<file path="config.mk">
export PLATFORM = sky130hd
export DESIGN_NAME = payload_signature_classifier_unit_flat
export DESIGN_NICKNAME = d
export VERILOG_FILES = /design/src/rtl/psc_pkg.sv /design/src/rtl/psc_byte_if.sv /design/src/rtl/psc_verdict_if.sv /design/src/rtl/payload_signature_classifier_unit.sv /design/src/flat_wrapper.sv
export VERILOG_INCLUDE_DIRS = /design/src /design/src/rtl
export SDC_FILE = /design/constraint.sdc
export NUM_CORES = 1
export LEC_CHECK = 0
export BUFFER_PORTS_ARGS = -buffer_cell sky130_fd_sc_hd__buf_2
export CORE_ASPECT_RATIO = 0.5
export CORE_MARGIN = 10
export CORE_UTILIZATION = 65
export CTS_CLUSTER_SIZE = 28
export DETAILED_ROUTE_END_ITERATION = 10
export PLACE_DENSITY = 0.86
export SLEW_MARGIN = 20
export SYNTH_ARGS = -nofsm -noshare
export SYNTH_HDL_FRONTEND = slang
export SYNTH_SLANG_ARGS = --single-unit
</file>
<file path="constraint.sdc">
create_clock -name clk -period 11.3 [get_ports clk]
set_input_delay 0.565 -clock clk [delete_from_list [all_inputs] [get_ports clk]]
set_output_delay 0.565 -clock clk [all_outputs]
set_load 0.01 [all_outputs]
</file>
<file path="src/rtl/payload_signature_classifier_unit_macros.svh">
// ----------------------------------------------------------------------------
// Assertion macros for the payload signature classifier
// Implication checks, same cycle and next cycle, disabled during reset.
// ----------------------------------------------------------------------------
`ifndef PAYLOAD_SIGNATURE_CLASSIFIER_UNIT_MACROS_SVH
`define PAYLOAD_SIGNATURE_CLASSIFIER_UNIT_MACROS_SVH

// ante true implies cons true at the same edge
`define PSC_ASSERT_SAME(label, clk, rst, ante, cons) \
  label: assert property (@(posedge clk) disable iff (rst) (ante) |-> (cons)) \
    else $error("psc: same-cycle check failed");

// ante true implies cons true at the following edge
`define PSC_ASSERT_NEXT(label, clk, rst, ante, cons) \
  label: assert property (@(posedge clk) disable iff (rst) (ante) |=> (cons)) \
    else $error("psc: next-cycle check failed");

`endif

</file>
<file path="src/rtl/psc_pkg.sv">
// ----------------------------------------------------------------------------
// psc_pkg
// Types and signature constants for the payload signature classifier.
// ----------------------------------------------------------------------------
package psc_pkg;

  // Byte counter width; the count saturates at its maximum
  localparam int LenBits = 16;
  localparam logic [LenBits-1:0] CntMax = {LenBits{1'b1}};

  localparam int HeaderDepth = 16;

  typedef logic [7:0]         data_t;
  typedef logic [LenBits-1:0] len_t;

  // Length limits
  localparam int MinLen      = 10;
  localparam int SyncLen     = 16;
  localparam int NetMinLen   = 50;
  localparam int SyncDataLen = 4;
  localparam int MarkerBase  = 16;
  localparam int MarkerEnd   = 20;
  localparam int LenPad      = 8;

  // Signature words
  localparam logic [31:0] LoginHead  = 32'h000b_0000;
  localparam logic [15:0] LoginType  = 16'h0008;
  localparam logic [15:0] SyncHead   = 16'h001c;
  localparam logic [31:0] SyncWordA  = 32'h0000_0500;
  localparam logic [31:0] SyncWordB  = 32'h0001_0000;
  localparam logic [15:0] NetHead    = 16'h0018;
  localparam logic [31:0] MarkerA    = 32'h0001_0000;
  localparam logic [31:0] MarkerB    = 32'h0000_0001;

endpackage

</file>
<file path="src/rtl/psc_byte_if.sv">
// ----------------------------------------------------------------------------
// psc_byte_if
// Payload byte channel: valid/ready with one byte and a last-byte flag.
// ----------------------------------------------------------------------------
interface psc_byte_if import psc_pkg::*; ();
  logic  valid;
  logic  ready;
  data_t data_byte;
  logic  last_byte;

  modport source (output valid, output data_byte, output last_byte, input ready);
  modport sink   (input valid, input data_byte, input last_byte, output ready);
endinterface

</file>
<file path="src/rtl/psc_verdict_if.sv">
// ----------------------------------------------------------------------------
// psc_verdict_if
// Verdict channel: valid/ready with a one-bit match result.
// ----------------------------------------------------------------------------
interface psc_verdict_if;
  logic valid;
  logic ready;
  logic match;

  modport source (output valid, output match, input ready);
  modport sink   (input valid, input match, output ready);
endinterface

</file>
<file path="src/rtl/payload_signature_classifier_unit.sv">
// ----------------------------------------------------------------------------
// payload_signature_classifier_unit
// Classifies a UDP payload against login, sync and net-sync signatures.
// ----------------------------------------------------------------------------
// Usage:
//   in_ch  takes one payload byte per transfer, last_byte set on the final
//          byte of the packet.
//   out_ch gives one match bit per packet, after its final byte.
// Throughput: one byte per cycle, packets back to back, except while a stall
//   below holds in_ch. Verdict path: the final byte waits in the input
//   register, then the evaluation logic updates the packet captures and
//   loads the verdict register.
// Stall: a waiting verdict holds in the output register; bytes of the next
//   packet keep flowing. Only when a second final byte reaches the
//   evaluation stage while the verdict is still untaken does in_ch.ready
//   drop, until out_ch is served.
// Reset: rst (synchronous) empties both stages and clears the byte count,
//   header captures, tail bytes and marker capture. These are cleared again
//   after every final byte.
// ----------------------------------------------------------------------------
`include "payload_signature_classifier_unit_macros.svh"

module payload_signature_classifier_unit import psc_pkg::*; (
  input  logic          clk,
  input  logic          rst,
  psc_byte_if.sink      in_ch,
  psc_verdict_if.source out_ch
);

  // Input register
  logic  s1_valid;
  data_t s1_byte;
  logic  s1_last;

  // Packet state
  len_t        byte_count;
  data_t       hdr [HeaderDepth];
  logic [15:0] tail_pair;
  logic [15:0] marker_offset;
  logic [31:0] marker_word;

  // Output register
  logic out_valid;
  logic out_match;

  logic s1_adv;
  logic step;
  logic in_take;

  assign s1_adv  = !s1_last || !out_valid || out_ch.ready;
  assign step    = s1_valid && s1_adv;
  assign in_ch.ready = !s1_valid || s1_adv;
  assign in_take = in_ch.valid && in_ch.ready;

  // Packet state after the byte in the input register
  logic        cnt_live;
  len_t        len_upd;
  data_t       hdr_upd [HeaderDepth];
  logic [15:0] tail_upd;
  logic [15:0] off_upd;
  logic [31:0] marker_upd;
  logic [17:0] mk_diff;
  logic        mk_hit;

  assign cnt_live = (byte_count != CntMax);
  assign len_upd  = cnt_live ? byte_count + len_t'(1) : byte_count;
  assign tail_upd = {tail_pair[7:0], s1_byte};

  always_comb begin
    for (int i = 0; i < HeaderDepth; i++) begin
      hdr_upd[i] = (cnt_live && byte_count == len_t'(i)) ? s1_byte : hdr[i];
    end
  end

  always_comb begin
    off_upd = marker_offset;
    if (cnt_live && byte_count == len_t'(14)) begin
      off_upd = {s1_byte, marker_offset[7:0]};
    end else if (cnt_live && byte_count == len_t'(15)) begin
      off_upd = {marker_offset[15:8], s1_byte};
    end
  end

  // Marker lands at offset 16 + V; the offset is final by byte 16
  assign mk_diff = 18'(byte_count) - (18'(MarkerBase) + 18'(marker_offset));
  assign mk_hit  = cnt_live && (byte_count >= len_t'(MarkerBase)) && !mk_diff[17]
                   && (mk_diff[16:2] == '0);

  always_comb begin
    marker_upd = marker_word;
    if (mk_hit) begin
      case (mk_diff[1:0])
        2'd0:    marker_upd[31:24] = s1_byte;
        2'd1:    marker_upd[23:16] = s1_byte;
        2'd2:    marker_upd[15:8]  = s1_byte;
        default: marker_upd[7:0]   = s1_byte;
      endcase
    end
  end

  // Verdict on the updated captures
  logic [15:0] d_word;
  logic [17:0] len_w;
  logic [17:0] d_span;
  logic        tail_zero;
  logic        login_hit, login_excl, login_ok;
  logic        sync_hit, sync_excl, sync_ok;
  logic        net_hit, net_excl, net_ok;
  logic        net_res, sync_res, verdict;

  assign d_word    = {hdr_upd[4], hdr_upd[5]};
  assign len_w     = 18'(len_upd);
  assign d_span    = {1'b0, d_word, 1'b0} + 18'(LenPad);
  assign tail_zero = (tail_upd == '0);

  assign login_hit  = (len_upd > len_t'(MinLen))
                      && ({hdr_upd[0], hdr_upd[1], hdr_upd[2], hdr_upd[3]} == LoginHead);
  assign login_excl = (d_word == '0) || (d_span != len_w);
  assign login_ok   = ({hdr_upd[6], hdr_upd[7]} == LoginType) && tail_zero;

  assign sync_hit  = (len_upd == len_t'(SyncLen)) && ({hdr_upd[0], hdr_upd[1]} == SyncHead)
                     && ({hdr_upd[2], hdr_upd[3]} != '0);
  assign sync_excl = (d_word != 16'(SyncDataLen));
  assign sync_ok   = ({hdr_upd[6], hdr_upd[7], hdr_upd[8], hdr_upd[9]} == SyncWordA)
                     && ({hdr_upd[10], hdr_upd[11], hdr_upd[12], hdr_upd[13]} == SyncWordB)
                     && tail_zero;

  assign net_hit  = (len_upd > len_t'(NetMinLen)) && ({hdr_upd[0], hdr_upd[1]} == NetHead)
                    && ({hdr_upd[2], hdr_upd[3]} != '0);
  assign net_excl = (d_word == '0) || (d_span > len_w);
  assign net_ok   = ({hdr_upd[8], hdr_upd[9]} == {hdr_upd[12], hdr_upd[13]})
                    && ((18'(MarkerEnd) + 18'(off_upd)) < len_w)
                    && ((marker_upd == MarkerA) || (marker_upd == MarkerB))
                    && tail_zero;

  // Checked in order; an exclusion ends the search, a miss falls through
  assign net_res  = net_hit && !net_excl && net_ok;
  assign sync_res = sync_hit ? (!sync_excl && (sync_ok || net_res)) : net_res;
  assign verdict  = login_hit ? (!login_excl && (login_ok || sync_res)) : sync_res;

  always_ff @(posedge clk) begin
    if (rst) begin
      s1_valid      <= 1'b0;
      out_valid     <= 1'b0;
      byte_count    <= '0;
      tail_pair     <= '0;
      marker_offset <= '0;
      marker_word   <= '0;
      for (int i = 0; i < HeaderDepth; i++) begin
        hdr[i] <= '0;
      end
    end else begin
      if (in_ch.ready) begin
        s1_valid <= in_ch.valid;
      end
      if (in_take) begin
        s1_byte <= in_ch.data_byte;
        s1_last <= in_ch.last_byte;
      end
      if (step && s1_last) begin
        out_valid <= 1'b1;
      end else if (out_valid && out_ch.ready) begin
        out_valid <= 1'b0;
      end
      if (step) begin
        if (s1_last) begin
          out_match     <= verdict;
          byte_count    <= '0;
          tail_pair     <= '0;
          marker_offset <= '0;
          marker_word   <= '0;
          for (int i = 0; i < HeaderDepth; i++) begin
            hdr[i] <= '0;
          end
        end else begin
          byte_count    <= len_upd;
          tail_pair     <= tail_upd;
          marker_offset <= off_upd;
          marker_word   <= marker_upd;
          for (int i = 0; i < HeaderDepth; i++) begin
            hdr[i] <= hdr_upd[i];
          end
        end
      end
    end
  end

  assign out_ch.valid = out_valid;
  assign out_ch.match = out_match;

  `PSC_ASSERT_NEXT(a_last_clears, clk, rst, step && s1_last, byte_count == '0)
  `PSC_ASSERT_NEXT(a_last_gives_verdict, clk, rst, step && s1_last, out_valid)
  `PSC_ASSERT_NEXT(a_count_saturates, clk, rst,
                   step && !s1_last && byte_count == CntMax, byte_count == CntMax)
  `PSC_ASSERT_SAME(a_stall_blocks_input, clk, rst, s1_valid && !s1_adv, !in_ch.ready)

endmodule

</file>
<file path="src/flat_wrapper.sv">
// flat-port wrapper written by rule: the top's interface ports become plain ports
module payload_signature_classifier_unit_flat import psc_pkg::*;
  (clk, rst, in_ch_valid, in_ch_data_byte, in_ch_last_byte, in_ch_ready, out_ch_valid, out_ch_match, out_ch_ready);
  psc_byte_if in_ch_i ();
  psc_verdict_if out_ch_i ();
  input  logic clk;
  input  logic rst;
  input wire logic [$bits(in_ch_i.valid)-1:0] in_ch_valid;
  input wire logic [$bits(in_ch_i.data_byte)-1:0] in_ch_data_byte;
  input wire logic [$bits(in_ch_i.last_byte)-1:0] in_ch_last_byte;
  output wire logic [$bits(in_ch_i.ready)-1:0] in_ch_ready;
  output wire logic [$bits(out_ch_i.valid)-1:0] out_ch_valid;
  output wire logic [$bits(out_ch_i.match)-1:0] out_ch_match;
  input wire logic [$bits(out_ch_i.ready)-1:0] out_ch_ready;
  assign in_ch_i.valid = in_ch_valid;
  assign in_ch_i.data_byte = in_ch_data_byte;
  assign in_ch_i.last_byte = in_ch_last_byte;
  assign in_ch_ready = in_ch_i.ready;
  assign out_ch_valid = out_ch_i.valid;
  assign out_ch_match = out_ch_i.match;
  assign out_ch_i.ready = out_ch_ready;
  payload_signature_classifier_unit u_core (.clk(clk), .rst(rst), .in_ch(in_ch_i), .out_ch(out_ch_i));
endmodule
</file>
==> run summary, run 1 <==
status - complete, no violations
unrepaired setup endpoints after global routing - no
Arr. time, crit path - 6.67 ns
placed instance area - 13380 um^2
Tcrit/Tclk final - 56.40%
Final Critical Period - 6.373 ns
Crit Path Category - reg2reg
initial antenna violation count - 0
Largest stage delay, worst path - 0.83 ns
fmax - 156.9 MHz
initial core utilization - 67.11%
R2R depth - 23
power per cell area - 110.0 nW/um^2
H-tree depth - 4
Final nets - 1525
Worst setup EP type - flip-flop
Crit path max-delay family - simple AND/OR/NAND/NOR gates
detailed router's first-iteration violation count - 2092
library cells used by synthesis - 77
Worst Path Buf+Inv - 1
Slowest cell on crit path - nand4_1
worst vdd ir - 0.1001 mV
clk root buf - clkbuf_16
average cell area after synthesis - 8.753 um^2
clock share of power - 39.7%
Post-synth EDFFs - 114
Num CTS Buffers - 17
Min Hold Slack - 0.2789 ns
Hold Vio Cnt, Final - 0
GR Overflow Total - 0
Setup WS post-layout - 4.927 ns
Syn Nets - 1585
final setup TNS - 0 ns
Sw Pwr - 402.2 uW
Slew headroom - 32.31%
Global Route Usage Sum - 28.80%
Post-route DRC - 0
setup bufs post-CTS - 0
post-route cell area - 13960 um^2
Placer Congestion - 1.015
Clock Sinks - 196
internal reg-to-reg setup slack - 4.93 ns
Crit path top cell by count - nand4_1
Die X - 222.1 um
synthesized area - 13270 um^2
Via Count - 12197
start of the worst register-to-register path - u_core.byte_count[6]
startpoint types - flip-flop
wire per inst - 22.90 um
Int Power - 1.132 mW
cell depth of the worst setup path - 23
Max Slew Vio Count - 0
Layout area overhead - 5.176%
Cell Chain, Critical Path - nor4_2 > nand4_1 > mux2i_1 > inv_1 > ha_1 > nand2_1 > nor2_1 > mux2i_1 > nor3b_1 > nand4_1 > xnor2_1 > nor2_1 > a21oi_1 > ha_1 > nand4_1 > nor4_1 > and3_1 > a31oi_1 > nor4_1 > nand4_1 > nor4_1 > nand4_1 > o31ai_2
Hold Crit Class - in2reg
Synth async-reset ratio - 0%
Post-synth top flop - edfxtp_1
Flop pwr share - 52.2%
Cells after Synth - 1516
share of cells above drive strength 1 - 5.922%
Core ar. - 19770 um^2
most common cell after layout, fill and taps aside - nand2_1
IO Pins - 16
Resized Gates After CTS - 0
worst skew pair latency - 0.46 ns
clock buffer depth - 2
sw frac - 26.21%
end of the critical path - u_core.out_ch.match
Port Buffer Count - 15
layout filler cell count - 1522
Leakage - 5.198 nW
post-placement setup slack - 5.168 ns
Post-DRT Antenna Nets - 0
vias in the first global route - 11468
clk slew on worst S/H paths - 0.08 ns
first-pass GRT wire length - 62600 um
largest net degree at the start of global routing - 81
Hold Buf Count CTS - 0
FF+latch count, synth - 196
Die ar. - 26880 um^2
Routed WL - 39730 um
most frequent cells in the layout - nand2_1, nor2_1, edfxtp_1
post-synthesis sequential area ratio - 38.17%
measured slew at the worst slew-check pin - 1.014 ns
CTS tree - built
ANT cells - 0
vias per inst - 7.030
Worst R2R End - u_core.out_ch.match
die span in y - 121.0 um
placed wire-length estimate - 26780 um
Final Util - 70.58%
CP Data Required Time - 11.59 ns
Worst Setup SP - u_core.byte_count[6]
final clock skew - 0.01339 ns
combinational fraction of design power - 8.1%
Site Rows - 36
Setup-failing EPs final - 0
Max-Cap Viols - 0
synth warn - 0
crit-path max FO - 17
DR pass1 iterations - 9
==> power by group through the flow <==
stage	sequential [mW]	combinational, mW	clock (mW)
6_report	0.802	0.124	0.609
3_3_place_gp	0.814	0.116	0
4_1_cts	0.801	0.120	0.608
3_5_place_dp	0.817	0.119	0
5_1_grt	0.805	0.134	0.637
2_1_floorplan	0.811	0.0828	0
==> cell families after synthesis <==
logic type	synth area share [%]
and+or+nand+nor	21.12
AOI/OAI and AO/OA	18.81
DFF	38.17
buffers and inverters	4.186
muxes	7.298
xor gates and xnor gates	5.082
adders and majority gates	5.337
==> state kept, by name (all words and copies together), names as in the netlist, 8 cells and up <==
register and flops:
u_core.marker_offset 16, u_core.marker_word 32, u_core.s1_byte 8, u_core.tail_pair 8
u_core.byte_count 16, u_core.hdr 112
==> worst register-to-register path, delay by kind of cell (launching register included) <==
kind | cells | cell delay [ns]
compound gates | 3 | 0.36
xor+xnor | 1 | 0.18
fa+ha+maj | 2 | 0.58
buf+inv | 1 | 0.15
flops | 1 | 0.43
mux | 2 | 0.49
simple gates | 14 | 4.03
==> worst min path at each step <==
stage	start	to	slack, ns	cells past startpoint
floorplan	u_core.marker_word[15]	u_core.marker_word[15]	0.44	1
global placement	u_core.marker_word[23]	u_core.marker_word[23]	0.45	1
detailed placement	u_core.marker_word[23]	u_core.marker_word[23]	0.46	1
CTS	in_ch_data_byte[3]	u_core.s1_byte[3]	0.27	1
global route	in_ch_data_byte[5]	u_core.s1_byte[5]	0.27	1
finish	in_ch_data_byte[5]	u_core.s1_byte[5]	0.28	1
==> metal layers <==
metal / GRT usage [%] / part of all wire [%]
met5: 0 / 0
met4: 12.00 / 3.5
met3: 9.380 / 13
met2: 44.50 / 44
met1: 36.65 / 40
==> per-stage QoR <==
stage	std cells	power [mW]
after floorplan	1516	0.8939
after global placement	1703	0.9302
after detailed placement	1703	0.9357
after CTS	1735	1.529
after global routing	1735	1.576
final	1735	1.535
==> Yosys cell counts, drive strengths merged, types with 6 or more instances <==
cell type / n / share of area [%]
edfxtp: 114 / 26
mux2i: 90 / 6.8
buf: 21 / 0.73
o21ai: 59 / 2.2
inv: 31 / 0.88
o21a: 7 / 0.40
nor2: 158 / 4.5
xor2: 38 / 2.5
nand3: 43 / 1.7
nand2: 168 / 4.8
xnor2: 39 / 2.6
or4: 18 / 1.0
mux2: 6 / 0.51
o22ai: 26 / 1.2
nand4: 34 / 1.6
nor3: 38 / 1.4
a21o: 19 / 1.1
or3: 9 / 0.42
nand2b: 6 / 0.28
a22o: 63 / 4.2
and3: 26 / 1.2
clkbuf: 91 / 2.6
o22a: 13 / 0.86
a211oi: 9 / 0.55
ha: 55 / 5.2
a21oi: 100 / 3.8
and2: 10 / 0.47
nor4: 32 / 1.7
a22oi: 13 / 0.74
dfxtp: 82 / 12
nor2b: 10 / 0.47
nor3b: 6 / 0.34
a31oi: 11 / 0.52
==> layout make-up <==
type / instances / area (um^2) / share of cell area [%]
inverter: 31 / 117.6 / 0.8427
clock inverter: 10 / 82.58 / 0.5917
timing repair buffer: 33 / 210.2 / 1.506
sequential: 196 / 5065 / 36.29
multi-input combinational: 1177 / 7664 / 54.91
clock buffer: 22 / 485.5 / 3.478
tap: 266 / 332.8 / 2.385
(Power assumes the default switching activity.)
==> run 2, diff against run 1 <==
- clock period: 11.3 -> 6.5 ns (I/O delays scaled with it)
==> run summary, run 2 (synthesized netlist as in run 1, its figures left out) <==
Cell Chain, Critical Path - nor4_4 > nand4_1 > buf_4 > mux2i_1 > inv_1 > ha_1 > nand2_1 > nor2_1 > mux2i_1 > nor3b_1 > nand4_1 > xnor2_1 > nor2_1 > a21oi_1 > ha_1 > nand4_1 > nor4_1 > and3_1 > a31oi_1 > nor4_1 > nand4_1 > nor4_1 > nand4_1 > o31ai_2
initial core utilization - 67.11%
Max Slew Vio Count - 0
startpoint types - flip-flop
Layout area overhead - 5.827%
initial antenna violation count - 0
worst skew pair latency - 0.46 ns
vias per inst - 7.175
Via Count - 12477
Port Buffer Count - 15
Die ar. - 26880 um^2
power per cell area - 194.9 nW/um^2
clock buffer depth - 2
Slew headroom - 24.97%
Slowest cell on crit path - nor4_4
final setup TNS - 0 ns
share of cells above drive strength 1 - 6.246%
Post-DRT Antenna Nets - 0
die span in y - 121.0 um
Crit Path Category - reg2reg
layout filler cell count - 1471
setup bufs post-CTS - 0
Final nets - 1529
Max-Cap Viols - 0
Leakage - 5.240 nW
Multi-input gate area - 7675 um^2
Final Critical Period - 5.927 ns
Largest regs - u_core.hdr (112), u_core.marker_word (32)
Tcrit/Tclk final - 91.18%
DR pass1 iterations - 9
most frequent cells in the layout - nand2_1, nor2_1, edfxtp_1
Top reg by flops - u_core.hdr
Core ar. - 19770 um^2
status - complete, no violations
Placed Cells incl. Taps - 1707
worst vdd ir - 0.2230 mV
CTS tree - built
Crit path top cell by count - nand4_1
Setup-failing EPs final - 0
Clock Sinks - 196
unrepaired setup endpoints after global routing - no
Num CTS Buffers - 17
Die X - 222.1 um
H-tree depth - 4
Hold Crit Class - in2reg
Largest stage delay, worst path - 0.53 ns
Worst setup EP type - flip-flop
crit-path max FO - 12
first-pass GRT wire length - 62560 um
vias in the first global route - 11343
Min Hold Slack - 0.03363 ns
measured slew at the worst slew-check pin - 1.121 ns
Post-route DRC - 0
Placer Congestion - 1.005
largest net degree at the start of global routing - 97
max FFs per register - 112
Hold Vio Cnt, Final - 0
detailed router's first-iteration violation count - 2208
CP Data Required Time - 6.80 ns
Site Rows - 36
clk slew on worst S/H paths - 0.08 ns
Non-Filler Instances - 1739
clk root buf - clkbuf_16
Arr. time, crit path - 6.22 ns
fmax - 168.7 MHz
placed wire-length estimate - 27560 um
ANT cells - 0
most common cell after layout, fill and taps aside - nand2_1
IO Pins - 16
final clock skew - 0.01108 ns
Global Route Usage Sum - 28.79%
GR Overflow Total - 0
Final Util - 71.02%
Sequential Area - 5065 um^2
wire per inst - 23.23 um
Routed WL - 40390 um
## run 2: repair_timing
action,4_1_cts,5_1_grt
setup endpoints to repair,0,1
gates resized for setup,0,2
hold buffers,0,0
## run 2: report_power, final
group	internal (mW)	switching, mW
registers	1.36	0.0442
logic	0.0681	0.144
clock network	0.586	0.539
total	2.01	0.727
## run 2: routing by layer
layer / global-route usage (%) / wire length (um)
met1: 38.06 / 16010
met2: 43.72 / 17550
met3: 6.902 / 5188
met4: 13.94 / 1639
met5: 0 / 0
## run 2: area by class of cell
type / count / share of cell area [%]
multi-input combinational: 1177 / 54.65
sequential: 196 / 36.07
clock buffer: 17 / 3.029
tap: 266 / 2.370
timing repair buffer: 37 / 1.711
clock inverter: 15 / 1.336
inverter: 31 / 0.8375
## run 2: worst paths after layout
path                          startpoint                      to  slack [ns]  depth (start not counted)
setup / recovery    u_core.byte_count[9]     u_core.out_ch.match        0.57                         24
hold / removal           in_ch_last_byte          u_core.s1_last        0.03                          1
setup reg to reg    u_core.byte_count[9]     u_core.out_ch.match        0.57                         24
hold reg to reg   u_core.marker_word[11]  u_core.marker_word[11]        0.48                          1
## run 2: through the flow
stage          total power [mW]  worst slack, ns  area [um^2]
6_report                  2.737           0.5733        14040
3_5_place_dp              1.628           0.5170        13410
5_1_grt                   2.804          0.07705        14040
4_1_cts                   2.721           0.4450        14020
2_1_floorplan             1.554            1.294        13270
3_3_place_gp              1.619           0.8689        13410
## run 2: worst max-delay path, delay by kind of cell, from the launching register on
family	cells	cell delay [ns]
adder cells (fa/ha/maj)	2	0.57
multiplexers	2	0.32
XOR/XNOR	1	0.15
AND/OR/NAND/NOR	14	3.42
AO/OA/AOI/OAI	3	0.38
buffers and inverters	2	0.44
flip-flops	1	0.48
